**src/sv/lfc_pkg.sv**
```systemverilog
// ---------------------------------------------------------------------------
// lfc_pkg
// Types, codes and constants shared by the lift floor controller modules.
// ---------------------------------------------------------------------------
package lfc_pkg;

  // Event kinds on the input channel; the fourth code means nothing
  localparam logic [1:0] FUNC_TICK   = 2'd0;
  localparam logic [1:0] FUNC_SELECT = 2'd1;
  localparam logic [1:0] FUNC_START  = 2'd2;

  // Configuration register indexes
  localparam int unsigned CfgIdxW = 3;
  localparam logic [CfgIdxW-1:0] REG_GUARD  = 3'd0;
  localparam logic [CfgIdxW-1:0] REG_TRAVEL = 3'd1;
  localparam logic [CfgIdxW-1:0] REG_BLINK  = 3'd2;
  localparam logic [CfgIdxW-1:0] REG_SETTLE = 3'd3;
  localparam logic [CfgIdxW-1:0] REG_OPEN   = 3'd4;
  localparam logic [CfgIdxW-1:0] REG_HOLD   = 3'd5;
  localparam logic [CfgIdxW-1:0] REG_CLOSE  = 3'd6;

  localparam int unsigned TickW = 16;

  // Reset values of the tick counts
  localparam logic [TickW-1:0] GUARD_RST  = 16'd300;
  localparam logic [TickW-1:0] TRAVEL_RST = 16'd4000;
  localparam logic [TickW-1:0] BLINK_RST  = 16'd200;
  localparam logic [TickW-1:0] SETTLE_RST = 16'd1000;
  localparam logic [TickW-1:0] OPEN_RST   = 16'd1000;
  localparam logic [TickW-1:0] HOLD_RST   = 16'd2000;
  localparam logic [TickW-1:0] CLOSE_RST  = 16'd1000;

  typedef enum logic [2:0] {
    PH_IDLE,
    PH_GUARD,
    PH_TRAVEL,
    PH_BLINK,
    PH_SETTLE,
    PH_OPEN,
    PH_HOLD,
    PH_CLOSE
  } phase_e;

  typedef struct packed {
    logic [TickW-1:0] guard_ticks;
    logic [TickW-1:0] travel_ticks;
    logic [TickW-1:0] blink_ticks;
    logic [TickW-1:0] settle_ticks;
    logic [TickW-1:0] open_ticks;
    logic [TickW-1:0] hold_ticks;
    logic [TickW-1:0] close_ticks;
  } cfg_t;

  typedef struct packed {
    logic       motor_up;
    logic       motor_down;
    logic       door_open_drive;
    logic       door_close_drive;
    logic       floor_lamp;
    logic [6:0] target_segments;
    logic [6:0] current_segments;
    logic       busy_res;
  } res_t;

  // Seven-segment code, bit 0 is segment a
  function automatic logic [6:0] seg_code(input logic [1:0] flr);
    logic [6:0] code;
    case (flr)
      2'd0:    code = 7'h3f;
      2'd1:    code = 7'h06;
      2'd2:    code = 7'h5b;
      default: code = 7'h4f;
    endcase
    return code;
  endfunction

endpackage

```
**src/sv/lfc_if.sv**
```systemverilog
// ---------------------------------------------------------------------------
// lfc_if
// Channel interfaces of the lift floor controller: events, results, config.
// ---------------------------------------------------------------------------
interface lfc_in_if;
  logic       valid;
  logic       ready;
  logic [1:0] func;
  logic [1:0] floor;

  modport source (output valid, func, floor, input ready);
  modport sink   (input valid, func, floor, output ready);
endinterface

interface lfc_out_if;
  logic       valid;
  logic       ready;
  logic       motor_up;
  logic       motor_down;
  logic       door_open_drive;
  logic       door_close_drive;
  logic       floor_lamp;
  logic [6:0] target_segments;
  logic [6:0] current_segments;
  logic       busy_res;

  modport source (output valid, motor_up, motor_down, door_open_drive, door_close_drive,
                  floor_lamp, target_segments, current_segments, busy_res,
                  input ready);
  modport sink   (input valid, motor_up, motor_down, door_open_drive, door_close_drive,
                  floor_lamp, target_segments, current_segments, busy_res,
                  output ready);
endinterface

interface lfc_cfg_if;
  logic        valid;
  logic        ready;
  logic [2:0]  index;
  logic [15:0] data;

  modport source (output valid, index, data, input ready);
  modport sink   (input valid, index, data, output ready);
endinterface

```
**src/sv/lfc_cfg_regs.sv**
```systemverilog
// ---------------------------------------------------------------------------
// lfc_cfg_regs
// Register file holding the seven phase tick counts.
// ---------------------------------------------------------------------------
module lfc_cfg_regs
  import lfc_pkg::*;
(
  input  logic      clk_i,
  input  logic      rst_ni,
  lfc_cfg_if.sink   cfg_i,
  output cfg_t      cfg_o
);

  cfg_t cfg_q;
  logic wr_en;

  assign cfg_i.ready = 1'b1;
  assign wr_en       = cfg_i.valid;

  always_ff @(posedge clk_i or negedge rst_ni) begin
    if (!rst_ni) begin
      cfg_q.guard_ticks  <= GUARD_RST;
      cfg_q.travel_ticks <= TRAVEL_RST;
      cfg_q.blink_ticks  <= BLINK_RST;
      cfg_q.settle_ticks <= SETTLE_RST;
      cfg_q.open_ticks   <= OPEN_RST;
      cfg_q.hold_ticks   <= HOLD_RST;
      cfg_q.close_ticks  <= CLOSE_RST;
    end else if (wr_en) begin
      case (cfg_i.index)
        REG_GUARD:  cfg_q.guard_ticks  <= cfg_i.data;
        REG_TRAVEL: cfg_q.travel_ticks <= cfg_i.data;
        REG_BLINK:  cfg_q.blink_ticks  <= cfg_i.data;
        REG_SETTLE: cfg_q.settle_ticks <= cfg_i.data;
        REG_OPEN:   cfg_q.open_ticks   <= cfg_i.data;
        REG_HOLD:   cfg_q.hold_ticks   <= cfg_i.data;
        REG_CLOSE:  cfg_q.close_ticks  <= cfg_i.data;
        default: ;  // drop writes to unknown indexes
      endcase
    end
  end

  assign cfg_o = cfg_q;

endmodule

```
**src/sv/lfc_seq.sv**
```systemverilog
// ---------------------------------------------------------------------------
// lfc_seq
// Lift sequencer state: phase, timer, floors; applies one event per enable.
// ---------------------------------------------------------------------------
module lfc_seq
  import lfc_pkg::*;
#(
  parameter int NUM_FLOORS = 4
) (
  input  logic       clk_i,
  input  logic       rst_ni,
  input  logic       en_i,
  input  logic [1:0] func_i,
  input  logic [1:0] floor_i,
  input  cfg_t       cfg_i,
  output res_t       res_o
);

  localparam logic [3:0] FloorLimit = 4'(NUM_FLOORS);

  phase_e           phase_q, phase_d;
  logic [TickW-1:0] timer_q, timer_d;
  logic [1:0]       cur_q, cur_d;
  logic [1:0]       tgt_q, tgt_d;
  logic [1:0]       left_q, left_d;
  logic             up_q, up_d;
  logic             start_q, start_d;
  logic             moving;
  logic             sel_ok;

  always_ff @(posedge clk_i or negedge rst_ni) begin
    if (!rst_ni) begin
      phase_q <= PH_IDLE;
      timer_q <= '0;
      cur_q   <= '0;
      tgt_q   <= '0;
      left_q  <= '0;
      up_q    <= 1'b0;
      start_q <= 1'b0;
    end else if (en_i) begin
      phase_q <= phase_d;
      timer_q <= timer_d;
      cur_q   <= cur_d;
      tgt_q   <= tgt_d;
      left_q  <= left_d;
      up_q    <= up_d;
      start_q <= start_d;
    end
  end

  assign sel_ok = ({2'b00, floor_i} < FloorLimit);

  always_comb begin
    phase_d = phase_q;
    timer_d = timer_q;
    cur_d   = cur_q;
    tgt_d   = tgt_q;
    left_d  = left_q;
    up_d    = up_q;
    start_d = start_q;
    case (func_i)
      FUNC_TICK: begin
        if (phase_q != PH_IDLE) begin
          if (timer_q > 16'd1) begin
            timer_d = timer_q - 16'd1;
          end else begin
            // phase over: enter the next one
            case (phase_q)
              PH_GUARD: begin
                if (start_q) begin
                  start_d = 1'b0;
                  up_d    = (tgt_q > cur_q);
                  left_d  = up_d ? (tgt_q - cur_q) : (cur_q - tgt_q);
                  if (left_d != 2'd0) begin
                    phase_d = PH_TRAVEL;
                    timer_d = cfg_i.travel_ticks;
                  end else begin
                    phase_d = PH_SETTLE;
                    timer_d = cfg_i.settle_ticks;
                  end
                end else begin
                  phase_d = PH_IDLE;
                  timer_d = '0;
                end
              end
              PH_TRAVEL: begin
                cur_d   = up_q ? (cur_q + 2'd1) : (cur_q - 2'd1);
                left_d  = left_q - 2'd1;
                phase_d = PH_BLINK;
                timer_d = cfg_i.blink_ticks;
              end
              PH_BLINK: begin
                if (left_q != 2'd0) begin
                  phase_d = PH_TRAVEL;
                  timer_d = cfg_i.travel_ticks;
                end else begin
                  phase_d = PH_SETTLE;
                  timer_d = cfg_i.settle_ticks;
                end
              end
              PH_SETTLE: begin
                phase_d = PH_OPEN;
                timer_d = cfg_i.open_ticks;
              end
              PH_OPEN: begin
                phase_d = PH_HOLD;
                timer_d = cfg_i.hold_ticks;
              end
              PH_HOLD: begin
                phase_d = PH_CLOSE;
                timer_d = cfg_i.close_ticks;
              end
              default: begin
                phase_d = PH_IDLE;
                timer_d = '0;
              end
            endcase
          end
        end
      end
      FUNC_SELECT: begin
        if (phase_q == PH_IDLE && sel_ok) begin
          tgt_d   = floor_i;
          start_d = 1'b0;
          phase_d = PH_GUARD;
          timer_d = cfg_i.guard_ticks;
        end
      end
      FUNC_START: begin
        if (phase_q == PH_IDLE) begin
          start_d = 1'b1;
          phase_d = PH_GUARD;
          timer_d = cfg_i.guard_ticks;
        end
      end
      default: ;  // unused code: no effect
    endcase
  end

  // Result reflects the state after the event
  assign moving = (phase_d == PH_TRAVEL) || (phase_d == PH_BLINK);

  always_comb begin
    res_o.motor_up         = moving && up_d;
    res_o.motor_down       = moving && !up_d;
    res_o.door_open_drive  = (phase_d == PH_OPEN);
    res_o.door_close_drive = (phase_d == PH_CLOSE);
    res_o.floor_lamp       = (phase_d == PH_BLINK);
    res_o.target_segments  = seg_code(tgt_d);
    res_o.current_segments = seg_code(cur_d);
    res_o.busy_res         = (phase_d != PH_IDLE);
  end

  // Floors still to travel only while the car is on its way
  a_left_moving: assert property (@(posedge clk_i) disable iff (!rst_ni)
    (left_q != 2'd0) |-> (phase_q == PH_TRAVEL || phase_q == PH_BLINK))
    else $error("floors left outside travel");

  a_travel_left: assert property (@(posedge clk_i) disable iff (!rst_ni)
    (phase_q == PH_TRAVEL) |-> (left_q != 2'd0))
    else $error("travel phase with no floors left");

  a_target_busy: assert property (@(posedge clk_i) disable iff (!rst_ni)
    (phase_q != PH_IDLE) |=> $stable(tgt_q))
    else $error("target changed while busy");

  a_cur_travel: assert property (@(posedge clk_i) disable iff (!rst_ni)
    (phase_q != PH_TRAVEL) |=> $stable(cur_q))
    else $error("current floor changed outside travel");

endmodule

```
**src/sv/lift_floor_controller.sv**
```systemverilog
// ---------------------------------------------------------------------------
// lift_floor_controller
// Four-floor lift sequencer driven by tick, floor-select and start events.
//
// Takes one event transfer per clock and returns exactly one result transfer
// for it, showing motor, door, lamp, display and busy state after the event.
// An input register holds the event, the sequencer applies it to the lift
// state and the outcome lands in the result register. The two stages stall
// together only while a result waits to be taken with the input stage also
// full, so with a ready sink the sustained rate is one event per clock. Tick
// counts are written through the configuration channel (always ready), by
// the user only while no event is in flight; the block does not enforce it.
// Indexes above six are dropped. Floor selects >= NUM_FLOORS are ignored.
// ---------------------------------------------------------------------------
module lift_floor_controller
  import lfc_pkg::*;
#(
  parameter int NUM_FLOORS = 4
) (
  input  logic       clk_i,
  input  logic       rst_ni,
  lfc_in_if.sink     in_i,
  lfc_out_if.source  out_o,
  lfc_cfg_if.sink    cfg_i
);

  cfg_t       cfg;
  res_t       res_d, res_q;
  logic       s1_valid_q;
  logic [1:0] s1_func_q;
  logic [1:0] s1_floor_q;
  logic       res_valid_q;
  logic       s1_adv;
  logic       in_xfer;
  logic       step_en;

  // Advance the input stage when the result register is free or being drained
  assign s1_adv   = !res_valid_q || out_o.ready;
  assign in_i.ready = !s1_valid_q || s1_adv;
  assign in_xfer  = in_i.valid && in_i.ready;
  assign step_en  = s1_valid_q && s1_adv;

  lfc_cfg_regs u_cfg (
    .clk_i  (clk_i),
    .rst_ni (rst_ni),
    .cfg_i  (cfg_i),
    .cfg_o  (cfg)
  );

  lfc_seq #(
    .NUM_FLOORS (NUM_FLOORS)
  ) u_seq (
    .clk_i   (clk_i),
    .rst_ni  (rst_ni),
    .en_i    (step_en),
    .func_i  (s1_func_q),
    .floor_i (s1_floor_q),
    .cfg_i   (cfg),
    .res_o   (res_d)
  );

  // Input stage: hold the event until the sequencer takes it
  always_ff @(posedge clk_i or negedge rst_ni) begin
    if (!rst_ni) begin
      s1_valid_q <= 1'b0;
    end else if (in_xfer) begin
      s1_valid_q <= 1'b1;
    end else if (s1_adv) begin
      s1_valid_q <= 1'b0;
    end
  end

  always_ff @(posedge clk_i) begin
    if (in_xfer) begin
      s1_func_q  <= in_i.func;
      s1_floor_q <= in_i.floor;
    end
  end

  // Result stage: hold the result until the sink takes it
  always_ff @(posedge clk_i or negedge rst_ni) begin
    if (!rst_ni) begin
      res_valid_q <= 1'b0;
    end else if (s1_adv) begin
      res_valid_q <= s1_valid_q;
    end
  end

  always_ff @(posedge clk_i) begin
    if (step_en) begin
      res_q <= res_d;
    end
  end

  assign out_o.valid            = res_valid_q;
  assign out_o.motor_up         = res_q.motor_up;
  assign out_o.motor_down       = res_q.motor_down;
  assign out_o.door_open_drive  = res_q.door_open_drive;
  assign out_o.door_close_drive = res_q.door_close_drive;
  assign out_o.floor_lamp       = res_q.floor_lamp;
  assign out_o.target_segments  = res_q.target_segments;
  assign out_o.current_segments = res_q.current_segments;
  assign out_o.busy_res         = res_q.busy_res;

endmodule
```
**src/flat_wrapper.sv**
```systemverilog
// flat-port wrapper written by rule: the top's interface ports become plain ports
module lift_floor_controller_flat import lfc_pkg::*;
#(
  parameter int NUM_FLOORS = 4
)
  (clk_i, rst_ni, in_i_valid, in_i_func, in_i_floor, in_i_ready, out_o_valid, out_o_motor_up, out_o_motor_down, out_o_door_open_drive, out_o_door_close_drive, out_o_floor_lamp, out_o_target_segments, out_o_current_segments, out_o_busy_res, out_o_ready, cfg_i_valid, cfg_i_index, cfg_i_data, cfg_i_ready);
  lfc_in_if in_i_i ();
  lfc_out_if out_o_i ();
  lfc_cfg_if cfg_i_i ();
  input  logic clk_i;
  input  logic rst_ni;
  input wire logic [$bits(in_i_i.valid)-1:0] in_i_valid;
  input wire logic [$bits(in_i_i.func)-1:0] in_i_func;
  input wire logic [$bits(in_i_i.floor)-1:0] in_i_floor;
  output wire logic [$bits(in_i_i.ready)-1:0] in_i_ready;
  output wire logic [$bits(out_o_i.valid)-1:0] out_o_valid;
  output wire logic [$bits(out_o_i.motor_up)-1:0] out_o_motor_up;
  output wire logic [$bits(out_o_i.motor_down)-1:0] out_o_motor_down;
  output wire logic [$bits(out_o_i.door_open_drive)-1:0] out_o_door_open_drive;
  output wire logic [$bits(out_o_i.door_close_drive)-1:0] out_o_door_close_drive;
  output wire logic [$bits(out_o_i.floor_lamp)-1:0] out_o_floor_lamp;
  output wire logic [$bits(out_o_i.target_segments)-1:0] out_o_target_segments;
  output wire logic [$bits(out_o_i.current_segments)-1:0] out_o_current_segments;
  output wire logic [$bits(out_o_i.busy_res)-1:0] out_o_busy_res;
  input wire logic [$bits(out_o_i.ready)-1:0] out_o_ready;
  input wire logic [$bits(cfg_i_i.valid)-1:0] cfg_i_valid;
  input wire logic [$bits(cfg_i_i.index)-1:0] cfg_i_index;
  input wire logic [$bits(cfg_i_i.data)-1:0] cfg_i_data;
  output wire logic [$bits(cfg_i_i.ready)-1:0] cfg_i_ready;
  assign in_i_i.valid = in_i_valid;
  assign in_i_i.func = in_i_func;
  assign in_i_i.floor = in_i_floor;
  assign in_i_ready = in_i_i.ready;
  assign out_o_valid = out_o_i.valid;
  assign out_o_motor_up = out_o_i.motor_up;
  assign out_o_motor_down = out_o_i.motor_down;
  assign out_o_door_open_drive = out_o_i.door_open_drive;
  assign out_o_door_close_drive = out_o_i.door_close_drive;
  assign out_o_floor_lamp = out_o_i.floor_lamp;
  assign out_o_target_segments = out_o_i.target_segments;
  assign out_o_current_segments = out_o_i.current_segments;
  assign out_o_busy_res = out_o_i.busy_res;
  assign out_o_i.ready = out_o_ready;
  assign cfg_i_i.valid = cfg_i_valid;
  assign cfg_i_i.index = cfg_i_index;
  assign cfg_i_i.data = cfg_i_data;
  assign cfg_i_ready = cfg_i_i.ready;
  lift_floor_controller #(.NUM_FLOORS(NUM_FLOORS)) u_core (.clk_i(clk_i), .rst_ni(rst_ni), .in_i(in_i_i), .out_o(out_o_i), .cfg_i(cfg_i_i));
endmodule
```
**config.mk**
```make
export PLATFORM = sky130hd
export DESIGN_NAME = lift_floor_controller_flat
export DESIGN_NICKNAME = d
export VERILOG_FILES = /design/src/sv/lfc_pkg.sv /design/src/sv/lfc_if.sv /design/src/sv/lfc_cfg_regs.sv /design/src/sv/lfc_seq.sv /design/src/sv/lift_floor_controller.sv /design/src/flat_wrapper.sv
export SDC_FILE = /design/constraint.sdc
export NUM_CORES = 1
export LEC_CHECK = 0
export BUFFER_PORTS_ARGS = -buffer_cell sky130_fd_sc_hd__buf_2
export CAP_MARGIN = 20
export CORE_ASPECT_RATIO = 1.5
export CORE_MARGIN = 5
export CORE_UTILIZATION = 55
export CTS_CLUSTER_DIAMETER = 60
export DETAILED_ROUTE_END_ITERATION = 10
export PLACE_DENSITY_LB_ADDON = 0.08
export SYNTH_ARGS = -nofsm -noshare
export SYNTH_HDL_FRONTEND = slang
export SYNTH_HIERARCHICAL = 1
export SYNTH_SLANG_ARGS = --single-unit
```
**constraint.sdc**
```tcl
create_clock -name clk_i -period 3 [get_ports clk_i]
set_input_delay 0.45 -clock clk_i [delete_from_list [all_inputs] [get_ports clk_i]]
set_output_delay 0.45 -clock clk_i [all_outputs]
set_load 0.005 [all_outputs]
```
Word level (Yosys, flattened, before mapping). Cells that the tools add are included.

Register bits after elaboration: 165. Logic and storage cells: 139.

$add $sub $neg: 6. Order comparisons: 2. Equality and inequality tests: 29. Mux-type cells: 41. Bitwise operators: 1. Reductions and logical operators: 34.

Operators with widths (count): two-way mux 16 bit (6); one-hot mux 16 bit (6 select lines) (1); one-hot mux 7 bit (3 select lines) (2); one-hot mux 16 bit (2 select lines) (1); == test 3 bit, second input constant (8); == test 3 x 2 -> 1 bit, second input constant (6); two-way mux 2 bit (9); two-way mux 3 bit (6); one-hot mux 3 bit (6 select lines) (1); greater-than comparator 16 x 1 -> 1 bit, second input constant (1); subtractor 16 x 1 -> 16 bit, second input constant (1); AND reduction 2 bit (7); two-way mux 1 bit (12); inequality test 2 bit, second input constant (5); nonzero test 2 bit (5); nonzero test 3 bit (3); AND reduction 7 bit (1); == test 2 x 1 -> 1 bit, second input constant (3); == test 2 bit, second input constant (3); == test 3 x 1 -> 1 bit, second input constant (2); zero test 2 bit (3); zero test 3 bit (2); one-hot mux 3 bit (2 select lines) (1); AND reduction 6 bit (1); other kinds (13) (23).

Longest topological paths before layout.
Depth in word-level cells: 12. Gate-level depth with buffers: 10. Depth with buffers taken out: 9.

Modules after synthesis. Netlist, hierarchy kept.

By module, submodules not included: lfc_cfg_regs (instances 1, cells each 247, area each 4361.7 um2, sequential area each 2849.0 um2); lfc_seq (instances 1, cells each 405, area each 3213.1 um2, sequential area each 675.6 um2); lift_floor_controller (instances 1, cells each 32, area each 824.5 um2, sequential area each 770.7 um2).

Worst setup path after synthesis. OpenSTA, ideal clock, no wires.

Path type: input-to-reg. Start: in out_o_ready. End: reg u_core.u_seq.timer_q[1]. Library setup time: 0.123 ns. Arrival time: 2.282 ns. Required time: 2.877 ns. Setup slack: 0.595 ns. Stages: 7. Buffers on the path: 1. Cells stage by stage: nand2b_1 -> and2_1 -> nand2b_1 -> nor3_1 -> clkbuf_1 -> o21ai_0 -> o221a_1.

Word-level cells in the longest chain between the ends: 3.

RTL lines: start, declared (line flat_wrapper.sv:25) `input wire logic [$bits(out_o_i.ready)-1:0] out_o_ready;`; logical OR 1 bit (line lift_floor_controller.sv:38) `assign s1_adv = !res_valid_q || out_o.ready;`; logical AND 1 bit (line lift_floor_controller.sv:41) `assign step_en = s1_valid_q && s1_adv;`; net u_core.step_en (line lift_floor_controller.sv:35) `logic step_en;`; AND reduction 4 bit (no source line); end signal, assigned (line lfc_seq.sv:42) `timer_q <= timer_d;`; end, declared (line lfc_seq.sv:22) `logic [TickW-1:0] timer_q, timer_d;`.

The timed path passes the listed nets, and every way through them passes these cells. A chain may end at the register's enable or synchronous reset.

Worst setup path after layout.
Start: reg u_core.u_seq.cur_q[0]. End: reg u_core.u_seq.timer_q[7].

Word-level cells in the longest chain between the ends: 9. Elaborated cells on any way between the ends: 11.

RTL lines: start, declared (line lfc_seq.sv:23) `logic [1:0] cur_q, cur_d;`; start signal, assigned (line lfc_seq.sv:43) `cur_q <= cur_d;`; subtractor 2 bit or greater-than comparator 2 bit (tied branches) (line lfc_seq.sv:73, lfc_seq.sv:72); two-way mux 2 bit (*) (line lfc_seq.sv:73) `left_d = up_d ? (tgt_q - cur_q) : (cur_q - tgt_q);`; nonzero test 2 bit (*) (line lfc_seq.sv:74) `if (left_d != 2'd0) begin`; two-way mux 16 bit (*) (line lfc_seq.sv:74); two-way mux 16 bit (*) (line lfc_seq.sv:70) `if (start_q) begin`; one-hot mux 16 bit (6 select lines) (*) (line lfc_seq.sv:68) `case (phase_q)`; two-way mux 16 bit (*) (line lfc_seq.sv:64) `if (timer_q > 16'd1) begin`; two-way mux 16 bit (*) (line lfc_seq.sv:63) `if (phase_q != PH_IDLE) begin`; one-hot mux 16 bit (2 select lines) (*) (line lfc_seq.sv:61) `case (func_i)`.

Mark *: on every way between the ends. The rest lies on a longest branch, timed or not. The select of a mux whose other input is x is not followed.

==> flow_summary_export.csv <==
group,metric,value,unit
cts,clock_path_buffers,2,
outcome,failed_checks,"negative hold slack",
logic_synthesis,synth.yosys.warnings,6,
logic_synthesis,asyncSetResetFlopFracSynth,85.5,%
timing,finalClockSkew,7.33,ps
finish,antenna-diode-count,0,
cts,sink_count_of_the_clock_tree,165,
global_routing,grt_use_total,23.2,%
floorplan,die_area,17900,um2
logic_synthesis,number_of_flops_mapped_to_enable_cells_by_yosys,24,
cts,cts_htree_levels,4,
global_routing,antenna_found_initial,0,
global_routing,global_route.overflow_total,0,
run,max_cap_violations,0,
timing,timing_worst_slew_pin_value,958,ps
worst_setup_path,ff2ff_path_depth,9,
drt,drc_errors_left,0,
timing,post-route-period-util,88.4,%
finish,layout_net_count,772,
cts,postCtsResizedCells,0,
finish,fraction_of_layout_instances_using_a_drive_strength_above_1,37.4,%
logic_synthesis,synth_seq_area_share,51.1,%
finish,layout.cells.most_common,"sky130_fd_sc_hd__dfrtp_1",
floorplan,core_area,15100,um2
floorplan,initial_utilization,55.7,%
worst_setup_path,rr_startpoint,"u_core/u_seq/cur_q[0]",
placed_design,port_buffers,49,
global_routing,grt_start_max_net_pins,66,
drt,drt_iter0_drc,262,
placed_design,hpwlAfterDp,14.3,mm
power_and_ir_drop,power_leakage,3.83,nW
floorplan,floorplan.die.width,111,um
finish,area_delta_synth_final,12.3,%
cts,clockRootBuffer,"sky130_fd_sc_hd__clkbuf_16",
global_routing,grt_pass1_vias,6087,
finish,layout.cells.most_common_list,"104 x sky130_fd_sc_hd__dfrtp_1, 102 x sky130_fd_sc_hd__mux2_2, 48 x sky130_fd_sc_hd__buf_2",
drt,antenna_left,0,
hold_path,holdCritPathClass,"input port to asynchronous set/reset pin",
floorplan,ios,51,
floorplan,fp-row-count,55,
logic_synthesis,synth_cell_type_count,79,
drt,route.final.wire_length,20.0,mm
logic_synthesis,synthesis.area_per_instance,12.3,um2
worst_setup_path,timing.critical_path.fanout_max,13,
worst_setup_path,r2r_setup_slack,350,ps
timing,worst_slew_margin_rel,35.8,%
global_routing,wire_length_of_the_first_global_routing_pass,32.6,mm
timing,whs,-7.16,ps
logic_synthesis,syn_inst,684,
timing,achievable_freq,0.377,GHz
cts,holdBufCountCts,0,
timing,final_max_slew_viol_count,0,
timing,timing.final.hold_violations,3,
logic_synthesis,synth_top_flop_cell,"sky130_fd_sc_hd__dfrtp_1",
worst_setup_path,critical_path.endpoint,"u_core/u_seq/timer_q[7]",
power_and_ir_drop,cellPowerDensity,753,nW/um2
worst_setup_path,timing.critical_path.arrival,3010,ps
worst_setup_path,crit_required,3360,ps
drt,avgViaCountPerCell,6.01,
worst_setup_path,critPathLaunchType,"flop",
timing,finalSetupViolations,0,
worst_setup_path,critical_path.startpoint,"u_core/u_seq/cur_q[0]",
cts,tritoncts,"yes",
timing,fin_crit,2650,ps
cts,clock_latency,420,ps
drt,dr_total_vias,5684,
cts,cts_setup_buffers,0,
floorplan,die_h,161,um
worst_setup_path,worstReg2RegEnd,"u_core/u_seq/timer_q[7]",
cts,tritoncts.num_buffers,17,
placed_design,last_weighted_congestion_value_of_the_routability_driven_placer,0.927,
outcome,run_status,"complete, but fails checks",
logic_synthesis,synth_seq_cells,165,
worst_setup_path,worstSetupPathType,"flop to flop",
drt,detail_route.first_pass.iterations,4,
timing,rsz0062_at_grt,"no",
finish,layout.filler_cells,1192,
timing,final_sum_of_negative_setup_slack,0,ps
worst_setup_path,kind_of_end_point_of_the_critical_path,"flop",
drt,post_drt_wl_per_cell,21.1,um
logic_synthesis,cell_area_after_synthesis,8400,um2
cts,post_cts_clock_slew_at_the_launch_and_capture_registers_of_the_worst_setup_and_hold_paths,70,ps
power_and_ir_drop,power.ir.vdd_worst,416,uV
-- per-layer routing --
layer  vias up  wire [um]  global-route usage, %
li1       2616          -                      -
met1      2887       7870                   27.3
met2       135      10800                   41.7
met3        46        665                   4.09
met4         0        598                   9.36
met5         -          0                      0
-- kinds of logic (layout without fill, tap and decap cells) --
logic type               after synthesis  after routing  share of synthesized area (%)
multiplexers                         129            129                           17.5
flip-flops                           165            165                           51.1
buffers and inverters                 67            128                           4.31
adder cells (fa/ha/maj)               11             11                           1.73
other                                  2              3                         0.0894
AO/OA/AOI/OAI                        142            142                           12.1
XOR/XNOR                              16             16                           1.67
AND/OR/NAND/NOR                      152            152                           11.5
-- stage by stage --
stage	setup WS (ps)	instances	util, %	area (um2)	total power [W]
2_1_floorplan	595	685	-	8400	0.00450
3_3_place_gp	495	913	58.9	8880	0.00497
3_5_place_dp	441	913	58.9	8880	0.00507
4_1_cts	408	945	62.6	9430	0.00715
5_1_grt	247	945	62.6	9430	0.00748
6_report	348	945	62.6	9430	0.00711
-- critical path: stages (launching register included) --
cell and delay (ps):
sky130_fd_sc_hd__dfrtp_1 540, sky130_fd_sc_hd__inv_1 140, sky130_fd_sc_hd__ha_1 350, sky130_fd_sc_hd__a21bo_2 230, sky130_fd_sc_hd__o21ai_1 370, sky130_fd_sc_hd__and2_1 190
sky130_fd_sc_hd__buf_4 210, sky130_fd_sc_hd__a22oi_1 130, sky130_fd_sc_hd__a21boi_1 200, sky130_fd_sc_hd__o221a_1 210
-- synth_stat cells, drive strengths merged, types with 5 or more instances --
| cell | n | area (um2) |
|---|---|---|
| mux2 | 113 | 1310 |
| dfrtp | 104 | 2600 |
| o21ai | 43 | 219 |
| buf | 37 | 249 |
| dfstp | 37 | 972 |
| nor2 | 30 | 113 |
| nand2 | 25 | 93.8 |
| edfxtp | 24 | 721 |
| a22oi | 17 | 128 |
| inv | 17 | 63.8 |
| mux2i | 16 | 160 |
| nand3b | 16 | 133 |
| or3 | 15 | 93.8 |
| clkbuf | 13 | 48.8 |
| nor3 | 13 | 86.3 |
| a21oi | 12 | 60.1 |
| a21boi | 11 | 86.3 |
| ha | 10 | 125 |
| nand3 | 10 | 50.1 |
| nand2b | 9 | 56.3 |
| xnor2 | 9 | 78.8 |
| a22o | 7 | 61.3 |
| a31oi | 7 | 43.8 |
| xor2 | 7 | 61.3 |
| o221a | 6 | 67.6 |
| a211oi | 5 | 50.1 |
| o31ai | 5 | 37.5 |
-- area by class of cell --
class | count | area [um2] | share of cell area, %
multi-input combinational | 453 | 3800 | 40.2
clock inverter | 10 | 97.6 | 1.03
clock buffer | 22 | 454 | 4.81
inverter | 17 | 63.8 | 0.676
timing repair buffer | 79 | 477 | 5.05
tap | 199 | 249 | 2.64
sequential | 165 | 4300 | 45.5
-- how the worst min path moves through the flow --
stage | to | startpoint | slack [ps]
2_1_floorplan | u_core/out_o.valid | rst_ni | 150
3_3_place_gp | u_core/u_cfg/cfg_o[29] | rst_ni | 460
3_5_place_dp | u_core/u_cfg/cfg_o[29] | rst_ni | 470
4_1_cts | u_core/u_cfg/cfg_o[29] | rst_ni | 9
5_1_grt | u_core/u_cfg/cfg_o[45] | rst_ni | 30
6_report | u_core/u_cfg/cfg_o[29] | rst_ni | -7
-- power breakdown --
group          total, W  internal (W)  switching, W
registers       0.00326       0.00286      0.000398
clock network   0.00206       0.00117      0.000891
logic           0.00178      0.000859      0.000926
-- state kept, by name (all words and copies together) (netlist names), 2 cells and up --
signal	flops
u_core/u_cfg/cfg_o	112
u_core/u_seq/timer_q	16
u_core/out_o.current_segments	7
u_core/out_o.target_segments	7
u_core/u_seq/phase_q	3
u_core/s1_floor_q	2
u_core/s1_func_q	2
u_core/u_seq/cur_q	2
u_core/u_seq/left_q	2
u_core/u_seq/tgt_q	2
Power figures use the tool's default switching activity.
